==> src/design/bmpd_pkg.sv <==
// ----------------------------------------------------------------------------
// bmpd_pkg
// Shared types and constants for the BMP pixel-data decoder.
// ----------------------------------------------------------------------------
package bmpd_pkg;

  typedef enum logic [1:0] {
    MODE_RGB565 = 2'd0,
    MODE_RGB24  = 2'd1,
    MODE_ARGB32 = 2'd2
  } bpp_mode_e;

  localparam logic [1:0] CFG_IDX_MODE   = 2'd0;
  localparam logic [1:0] CFG_IDX_WIDTH  = 2'd1;
  localparam logic [1:0] CFG_IDX_HEIGHT = 2'd2;

  localparam int unsigned CFG_DW = 11;

  localparam int unsigned QDEPTH = 2;
  localparam int unsigned QAW    = 1;

  localparam logic [7:0] ALPHA_OPAQUE = 8'hFF;

  // floor(n*255/31) and floor(n*255/63) by scaled reciprocal
  localparam logic [21:0] SCALE5_MUL = 22'd2156535;
  localparam int unsigned SCALE5_SH  = 18;
  localparam logic [22:0] SCALE6_MUL = 23'd4244475;
  localparam int unsigned SCALE6_SH  = 20;

  typedef struct packed {
    logic [23:0] pend;
    logic [7:0]  lastb;
    bpp_mode_e   mode;
    logic [9:0]  x;
    logic [9:0]  row;
    logic        last;
  } pix_entry_t;

  typedef struct packed {
    logic full;
    logic empty;
  } q_status_t;

  function automatic logic [7:0] scale5(input logic [4:0] v);
    logic [26:0] p;
    p = 27'(v) * 27'(SCALE5_MUL);
    return p[SCALE5_SH +: 8];
  endfunction

  function automatic logic [7:0] scale6(input logic [5:0] v);
    logic [28:0] p;
    p = 29'(v) * 29'(SCALE6_MUL);
    return p[SCALE6_SH +: 8];
  endfunction

endpackage

==> src/design/bmp_pixel_stream_to_argb_top.sv <==
// ----------------------------------------------------------------------------
// bmp_pixel_stream_to_argb_top
// BMP pixel-data byte stream to 32-bit colour words with column and row.
//
//   channel  direction  handshake              payload
//   in       in         in_valid_i/in_stall_o  data_byte_i
//   out      out        out_valid_o/out_stall_i pixel_color_o pixel_x_o
//                                              pixel_row_o last_pixel_o
//   cfg      in         cfg_we_i               cfg_idx_i cfg_data_i
//
// One byte per cycle is taken while in_stall_o is low. A pixel's last
// byte writes it into the two-entry queue, and the converter then loads
// it into the output register. in_stall_o rises only while the queue is
// full, which happens only after the output has been stalled. Reset is
// asynchronous and leaves the block ready at once; no clearing pass.
// ----------------------------------------------------------------------------
module bmp_pixel_stream_to_argb_top #(
  parameter int unsigned MAX_WIDTH  = 1024,
  parameter int unsigned MAX_HEIGHT = 1024
) (
  input  logic                        clk_i,
  input  logic                        rst_ni,
  input  logic                        cfg_we_i,
  input  logic [1:0]                  cfg_idx_i,
  input  logic [bmpd_pkg::CFG_DW-1:0] cfg_data_i,
  input  logic                        in_valid_i,
  output logic                        in_stall_o,
  input  logic [7:0]                  data_byte_i,
  output logic                        out_valid_o,
  input  logic                        out_stall_i,
  output logic [31:0]                 pixel_color_o,
  output logic [9:0]                  pixel_x_o,
  output logic [9:0]                  pixel_row_o,
  output logic                        last_pixel_o
);
  import bmpd_pkg::*;

  logic       acc, push, pop, front_done;
  pix_entry_t wr_entry, rd_entry;
  q_status_t  qstat;

  assign in_stall_o = qstat.full;
  assign acc        = in_valid_i && !in_stall_o;

  bmpd_front #(
    .MAX_WIDTH  (MAX_WIDTH),
    .MAX_HEIGHT (MAX_HEIGHT)
  ) u_front (
    .clk_i       (clk_i),
    .rst_ni      (rst_ni),
    .cfg_we_i    (cfg_we_i),
    .cfg_idx_i   (cfg_idx_i),
    .cfg_data_i  (cfg_data_i),
    .acc_i       (acc),
    .data_byte_i (data_byte_i),
    .push_o      (push),
    .entry_o     (wr_entry),
    .done_o      (front_done)
  );

  bmpd_fifo u_fifo (
    .clk_i  (clk_i),
    .rst_ni (rst_ni),
    .push_i (push),
    .wr_i   (wr_entry),
    .pop_i  (pop),
    .rd_o   (rd_entry),
    .stat_o (qstat)
  );

  bmpd_back u_back (
    .clk_i         (clk_i),
    .rst_ni        (rst_ni),
    .rd_i          (rd_entry),
    .stat_i        (qstat),
    .pop_o         (pop),
    .out_valid_o   (out_valid_o),
    .out_stall_i   (out_stall_i),
    .pixel_color_o (pixel_color_o),
    .pixel_x_o     (pixel_x_o),
    .pixel_row_o   (pixel_row_o),
    .last_pixel_o  (last_pixel_o)
  );

  a_no_overflow: assert property (@(posedge clk_i) disable iff (!rst_ni)
    !(push && qstat.full))
    else $error("pixel pushed into full queue");

  a_last_sets_done: assert property (@(posedge clk_i) disable iff (!rst_ni)
    push && wr_entry.last |=> front_done)
    else $error("final pixel did not end the image");

  a_done_quiet: assert property (@(posedge clk_i) disable iff (!rst_ni)
    front_done |-> !push)
    else $error("pixel emitted after end of image");

endmodule

==> src/design/bmpd_front.sv <==
// ----------------------------------------------------------------------------
// bmpd_front
// Configuration registers, row/pixel counters and byte gathering.
// ----------------------------------------------------------------------------
module bmpd_front #(
  parameter int unsigned MAX_WIDTH  = 1024,
  parameter int unsigned MAX_HEIGHT = 1024
) (
  input  logic                      clk_i,
  input  logic                      rst_ni,
  input  logic                      cfg_we_i,
  input  logic [1:0]                cfg_idx_i,
  input  logic [bmpd_pkg::CFG_DW-1:0] cfg_data_i,
  input  logic                      acc_i,
  input  logic [7:0]                data_byte_i,
  output logic                      push_o,
  output bmpd_pkg::pix_entry_t      entry_o,
  output logic                      done_o
);
  import bmpd_pkg::*;

  localparam int unsigned CCW = $clog2(MAX_WIDTH + 1);
  localparam int unsigned SRW = $clog2(MAX_HEIGHT + 1);
  localparam int unsigned BW  = $clog2(4 * MAX_WIDTH + 1) + 1;

  logic [1:0]        mode_q;
  logic [CFG_DW-1:0] width_q, height_q;

  logic [BW-1:0]  bir_q, bir_d;
  logic [1:0]     bip_q, bip_d;
  logic [23:0]    pend_q, pend_d;
  logic [CCW-1:0] col_q, col_d;
  logic [SRW-1:0] src_q, src_d;
  logic           done_q, done_d;

  bpp_mode_e      mode_eff;
  logic [2:0]     bpp;
  logic [CCW-1:0] w;
  logic [SRW-1:0] h;
  logic [BW-1:0]  wx, prod, row_len;
  logic           last;
  logic [SRW-1:0] row_idx;

  always_ff @(posedge clk_i or negedge rst_ni) begin
    if (!rst_ni) begin
      mode_q   <= 2'(MODE_ARGB32);
      width_q  <= CFG_DW'(1);
      height_q <= CFG_DW'(1);
    end else if (cfg_we_i) begin
      unique case (cfg_idx_i)
        CFG_IDX_MODE:   mode_q   <= cfg_data_i[1:0];
        CFG_IDX_WIDTH:  width_q  <= cfg_data_i;
        CFG_IDX_HEIGHT: height_q <= cfg_data_i;
        default: ;
      endcase
    end
  end

  always_comb begin
    mode_eff = (mode_q >= 2'd2) ? MODE_ARGB32 : bpp_mode_e'(mode_q);
    bpp      = 3'(mode_eff) + 3'd2;

    if (width_q == '0) w = CCW'(1);
    else if (32'(width_q) > 32'(MAX_WIDTH)) w = CCW'(MAX_WIDTH);
    else w = CCW'(width_q);

    if (height_q == '0) h = SRW'(1);
    else if (32'(height_q) > 32'(MAX_HEIGHT)) h = SRW'(MAX_HEIGHT);
    else h = SRW'(height_q);

    wx = BW'(w);
    unique case (mode_eff)
      MODE_RGB565: prod = wx << 1;
      MODE_RGB24:  prod = wx + (wx << 1);
      default:     prod = wx << 2;
    endcase
    row_len = (prod + BW'(3)) & ~BW'(3);

    last    = ((CCW + 1)'(col_q) + 1'b1 >= (CCW + 1)'(w)) &&
              ((SRW + 1)'(src_q) + 1'b1 >= (SRW + 1)'(h));
    row_idx = h - SRW'(1) - src_q;
  end

  always_comb begin
    bir_d  = bir_q;
    bip_d  = bip_q;
    pend_d = pend_q;
    col_d  = col_q;
    src_d  = src_q;
    done_d = done_q;
    push_o = 1'b0;

    if (acc_i) begin
      if (done_q || src_q >= h) begin
        done_d = 1'b1;
      end else begin
        if (col_q < w) begin
          if (3'(bip_q) + 3'd1 >= bpp) begin
            push_o = 1'b1;
            col_d  = col_q + CCW'(1);
            bip_d  = 2'd0;
            pend_d = '0;
            if (last) done_d = 1'b1;
          end else begin
            unique case (bip_q)
              2'd0:    pend_d[7:0]   = data_byte_i;
              2'd1:    pend_d[15:8]  = data_byte_i;
              2'd2:    pend_d[23:16] = data_byte_i;
              default: ;
            endcase
            bip_d = bip_q + 2'd1;
          end
        end
        if (bir_q != '1) bir_d = bir_q + BW'(1);
        if (!done_d && col_d >= w && bir_d >= row_len) begin
          bir_d  = '0;
          col_d  = '0;
          bip_d  = 2'd0;
          pend_d = '0;
          src_d  = src_q + SRW'(1);
          if (src_d >= h) done_d = 1'b1;
        end
      end
    end
  end

  always_ff @(posedge clk_i or negedge rst_ni) begin
    if (!rst_ni) begin
      bir_q  <= '0;
      bip_q  <= '0;
      pend_q <= '0;
      col_q  <= '0;
      src_q  <= '0;
      done_q <= 1'b0;
    end else begin
      bir_q  <= bir_d;
      bip_q  <= bip_d;
      pend_q <= pend_d;
      col_q  <= col_d;
      src_q  <= src_d;
      done_q <= done_d;
    end
  end

  logic [31:0] col_ext, row_ext;
  assign col_ext = 32'(col_q);
  assign row_ext = 32'(row_idx);

  assign entry_o.pend  = pend_q;
  assign entry_o.lastb = data_byte_i;
  assign entry_o.mode  = mode_eff;
  assign entry_o.x     = col_ext[9:0];
  assign entry_o.row   = row_ext[9:0];
  assign entry_o.last  = last;
  assign done_o        = done_q;

endmodule

==> src/design/bmpd_fifo.sv <==
// ----------------------------------------------------------------------------
// bmpd_fifo
// Short queue of gathered pixels between front and back.
// ----------------------------------------------------------------------------
module bmpd_fifo (
  input  logic                 clk_i,
  input  logic                 rst_ni,
  input  logic                 push_i,
  input  bmpd_pkg::pix_entry_t wr_i,
  input  logic                 pop_i,
  output bmpd_pkg::pix_entry_t rd_o,
  output bmpd_pkg::q_status_t  stat_o
);
  import bmpd_pkg::*;

  pix_entry_t     mem_q [QDEPTH];
  logic [QAW-1:0] wp_q, rp_q;
  logic [QAW:0]   cnt_q;

  always_ff @(posedge clk_i) begin
    if (push_i) mem_q[wp_q] <= wr_i;
  end

  always_ff @(posedge clk_i or negedge rst_ni) begin
    if (!rst_ni) begin
      wp_q  <= '0;
      rp_q  <= '0;
      cnt_q <= '0;
    end else begin
      if (push_i) wp_q <= wp_q + QAW'(1);
      if (pop_i)  rp_q <= rp_q + QAW'(1);
      cnt_q <= cnt_q + (QAW + 1)'(push_i) - (QAW + 1)'(pop_i);
    end
  end

  assign rd_o         = mem_q[rp_q];
  assign stat_o.full  = (cnt_q == (QAW + 1)'(QDEPTH));
  assign stat_o.empty = (cnt_q == '0);

endmodule

==> src/design/bmpd_back.sv <==
// ----------------------------------------------------------------------------
// bmpd_back
// Colour conversion and output register.
// ----------------------------------------------------------------------------
module bmpd_back (
  input  logic                 clk_i,
  input  logic                 rst_ni,
  input  bmpd_pkg::pix_entry_t rd_i,
  input  bmpd_pkg::q_status_t  stat_i,
  output logic                 pop_o,
  output logic                 out_valid_o,
  input  logic                 out_stall_i,
  output logic [31:0]          pixel_color_o,
  output logic [9:0]           pixel_x_o,
  output logic [9:0]           pixel_row_o,
  output logic                 last_pixel_o
);
  import bmpd_pkg::*;

  logic        valid_q;
  logic [31:0] color_q, color_d;
  logic [9:0]  x_q, row_q;
  logic        last_q;
  logic [15:0] v;
  logic [7:0]  b0, b1, b2;

  always_comb begin
    b0 = rd_i.pend[7:0];
    b1 = rd_i.pend[15:8];
    b2 = rd_i.pend[23:16];
    v  = {rd_i.lastb, b0};
    unique case (rd_i.mode)
      MODE_RGB565: color_d = {ALPHA_OPAQUE, scale5(v[4:0]), scale6(v[10:5]),
                              scale5(v[15:11])};
      MODE_RGB24:  color_d = {ALPHA_OPAQUE, b0, b1, rd_i.lastb};
      default:     color_d = {b0, b1, b2, rd_i.lastb};
    endcase
  end

  assign pop_o = !stat_i.empty && (!valid_q || !out_stall_i);

  always_ff @(posedge clk_i or negedge rst_ni) begin
    if (!rst_ni) begin
      valid_q <= 1'b0;
    end else if (pop_o) begin
      valid_q <= 1'b1;
    end else if (!out_stall_i) begin
      valid_q <= 1'b0;
    end
  end

  always_ff @(posedge clk_i) begin
    if (pop_o) begin
      color_q <= color_d;
      x_q     <= rd_i.x;
      row_q   <= rd_i.row;
      last_q  <= rd_i.last;
    end
  end

  assign out_valid_o   = valid_q;
  assign pixel_color_o = color_q;
  assign pixel_x_o     = x_q;
  assign pixel_row_o   = row_q;
  assign last_pixel_o  = last_q;

endmodule

==> config.mk <==
export PLATFORM = sky130hd
export DESIGN_NAME = bmp_pixel_stream_to_argb_top
export DESIGN_NICKNAME = d
export VERILOG_FILES = /design/src/design/bmpd_pkg.sv /design/src/design/bmp_pixel_stream_to_argb_top.sv /design/src/design/bmpd_front.sv /design/src/design/bmpd_fifo.sv /design/src/design/bmpd_back.sv
export SDC_FILE = /design/constraint.sdc
export NUM_CORES = 1
export LEC_CHECK = 0
export ABC_AREA = 0
export BUFFER_PORTS_ARGS = -buffer_cell sky130_fd_sc_hd__buf_4
export CAP_MARGIN = 20
export CORE_MARGIN = 2
export CORE_UTILIZATION = 49
export CTS_CLUSTER_SIZE = 40
export DETAILED_ROUTE_END_ITERATION = 10
export HOLD_SLACK_MARGIN = 0.06
export PLACE_DENSITY = 0.67
export SLEW_MARGIN = 20
export SYNTH_ARGS = -nofsm -noshare
export SYNTH_HDL_FRONTEND = slang
export SYNTH_SLANG_ARGS = --single-unit
==> constraint.sdc <==
create_clock -name clk_i -period 7.41 [get_ports clk_i]
set_input_delay 0.3705 -clock clk_i [delete_from_list [all_inputs] [get_ports clk_i]]
set_output_delay 0.3705 -clock clk_i [all_outputs]
set_load 0.005 [all_outputs]
==> flow_summary.json <==
{
  "status": "complete, no violations",
  "die_h_um": 191,
  "synth-seq-area-share_pct": 41.9,
  "hold_violations": 0,
  "clk_latency_ns": 0.55,
  "grtUsageTotal_pct": 21.6,
  "crit-reg2reg-launch": "u_front.width_q[6]$_DFFE_PN0P_",
  "final_cell_count_no_fill": 2080,
  "die-area_mm2": 0.0366,
  "ys_top_cells_by_area": "edfxtp_1 28%, ha_1 15%, dfrtp_1 13%",
  "via_per_inst": 5.70,
  "worstPathRequired_ns": 7.85,
  "max_freq_mhz": 154,
  "layout-drive-gt1-share_pct": 14.2,
  "synth_common_cells": "208 x ha_1, 163 x edfxtp_1, 140 x inv_1, 92 x nand2_1, 89 x dfrtp_1",
  "hpwl_um": 29200,
  "timing_worst_setup_path_type": "reg2reg",
  "synth_top_family_by_area": "adder cells",
  "synthesis.area_mm2": 0.0172,
  "setup_viol": 0,
  "cts-root-buf": "clkbuf_16",
  "worstHoldStart": "data_byte_i[2]",
  "drt-wirelength-per-cell_um": 18.5,
  "synth_top_area_share_pct": 28.5,
  "rsz0062_at_grt": "no",
  "syn_nets": 1795,
  "synth-edff-count": 163,
  "clk_path_buf_depth": 3,
  "async_reset_ff_share_pct": 36.1,
  "synth.distinct_cells": 78,
  "clkSinkCount": 255,
  "grt_pass1_vias": 11800,
  "hp-class": "in2reg",
  "synthAdderAreaFrac_pct": 21.8,
  "grt.overflow.total": 0,
  "place_congestion": 0.909,
  "syn_avg_cell_area_um2": 11.4,
  "whs_ns": 0.0767,
  "drtPass1Iterations": 5,
  "synth_compound_area_share_pct": 12.8,
  "yosysWarnings": 0,
  "htree_levels": 1,
  "cp-startpoint": "u_front.width_q[6]$_DFFE_PN0P_",
  "fin_crit_ns": 6.48,
  "postCtsHoldBufs": 9,
  "fin_ws_ns": 0.926,
  "cts_tree": "done",
  "portBuffers": 80,
  "drc": 0,
  "drt_wl_total_um": 38400,
  "crit_path_end_kind": "register",
  "yosysTopAreaCell": "edfxtp_1",
  "ctsResizeCount": 0,
  "fin_util_pct": 55.8,
  "pre_cts_slack_ns": 0.992,
  "synth_xor_area_share_pct": 4.28,
  "finalSetupTns_ns": 0,
  "max-cap-violations": 0,
  "power_leakage_nw": 8.40,
  "antenna_found_initial": 0,
  "io_pins": 81,
  "fin_nets": 1894,
  "num_rows": 68,
  "syn_inst": 1504,
  "power_density_mw_per_mm2": 363,
  "slew-limit-headroom_pct": 31.1,
  "slew_violations": 0,
  "post-cts-setup-buffers": 0,
  "synthFlopType": "edfxtp_1",
  "worstPathMaxFanout": 14,
  "grt_pass1_wl_um": 62900,
  "initial_core_util_pct": 49.7,
  "num_vias": 11900,
  "die_w_um": 191,
  "synth_seq_cells": 255,
  "ir_drop_v": 0.000229,
  "grt_max_degree": 57,
  "coreArea_mm2": 0.0345,
  "dp.cells": 2019,
  "crit_path_start_kind": "register",
  "cts_buffers": 28,
  "tightest_slew_ns": 1.03,
  "clkTransAtPathRegs_ns": 0.06,
  "ant_nets": 0,
  "finClkSkew_ns": 0.0139,
  "synth.most_common_cell": "ha_1",
  "diodes": 0,
  "min_period_over_period_pct": 87.5,
  "synthMuxAreaShare_pct": 5.11,
  "dr.first_iter.drc_count": 717,
  "yosys.area_share.simple_pct": 10.0,
  "cp.arrival_ns": 6.93,
  "areaGrowthSynthToFinish_pct": 12.3
}
[area by class of cell]
type                    instances  area, um^2
multi-input cells            1069        9300
flip-flops and latches        255        7200
fillers                      2917       15300
clock inverters                14         101
clock buffers                  38         758
inverters                     144         541
well taps                     455         569
repair buffers                105         811
[logic make-up after synthesis]
logic type / Yosys count
adders and majority gates: 265
buffers and inverters: 180
xor gates and xnor gates: 84
DFF: 255
and+or+nand+nor: 331
muxes: 81
AOI/OAI and AO/OA: 308
[flip-flops by register name, summed over array words and instances (netlist names), 11 cells and up]
name,cells
u_front.width_q,11
u_front.pend_q,24
u_fifo.mem_q,110
u_front.src_q,11
u_front.bir_q,14
u_front.col_q,11
u_front.height_q,11
u_back.pixel_color_o,32
[placed cells by master, fill, tap and decap left out, drive strengths merged, types with 7 or more instances in the layout]
master / n
and2: 8
o221ai: 8
or2: 8
nand2b: 9
nand3: 32
a32o: 28
mux2: 54
fa: 57
o21a: 24
a21oi: 50
nor2b: 16
xor2: 20
o21ai: 61
and3: 21
inv: 144
dfrtp: 89
a21o: 34
nand3b: 7
nand2: 93
a211oi: 15
edfxtp: 163
nor2: 58
dlygate4sd3: 9
nor3: 20
a31oi: 9
clkinv: 13
o22ai: 8
ha: 208
nand4: 16
o211ai: 9
nor3b: 10
buf: 96
or3: 7
clkbuf: 38
xnor2: 64
a31o: 9
nor4: 13
mux2i: 27
[worst max-delay path: stages (launching register included)]
cell       delay [ns]
dfrtp_1          0.41
nor4_1           0.37
nand3_1          0.15
a21oi_1          0.38
ha_1             0.27
inv_1            0.06
fa_1             0.43
nor2b_1          0.13
a211oi_1         0.07
a21oi_1          0.31
nand3_1          0.22
nor4_1           0.41
nor2b_1          0.36
and4bb_2         0.31
nand2_1          0.07
ha_1             0.31
nand4_1          0.16
a2111oi_2        0.40
a211oi_2         0.12
a2111oi_4        0.75
buf_4            0.32
o21ai_0          0.13
a32o_1           0.24
[power by group]
group | switching, mW | total [mW] | internal, mW
clock | 0.583 | 1.31 | 0.726
combinational | 2.16 | 3.81 | 1.65
sequential | 0.114 | 1.89 | 1.77
[metal layers]
layer	track usage [%]	vias to the layer above	wire length, um
li1	-	5714	-
met1	29.1	5795	17000
met2	36.6	284	18700
met3	2.20	59	1530
met4	7.34	0	1180
met5	0	-	0
[through the flow]
stage | power [mW] | area [um^2]
floorplan | 4.63 | 17200
global placement | 5.60 | 18300
detailed placement | 5.71 | 18300
CTS | 7.07 | 19300
global route | 7.72 | 19300
finish | 7.00 | 19300
[final timing paths]
path | end | slack (ns) | depth (start not counted)
setup / recovery | u_front.bir_q[1]$_DFFE_PN0P_ | 0.93 | 22
hold / removal | u_fifo.mem_q[0][25]$_DFFE_PP_ | 0.08 | 1
setup reg to reg | u_front.bir_q[1]$_DFFE_PN0P_ | 0.93 | 22
hold reg to reg | u_fifo.mem_q[0][33]$_DFFE_PP_ | 0.48 | 0
max in group asynchronous | u_front.col_q[0]$_DFFE_PN0P_ | 5.89 | 3
min in group asynchronous | u_front.col_q[2]$_DFFE_PN0P_ | 0.34 | 2
(Power assumes the default switching activity.)
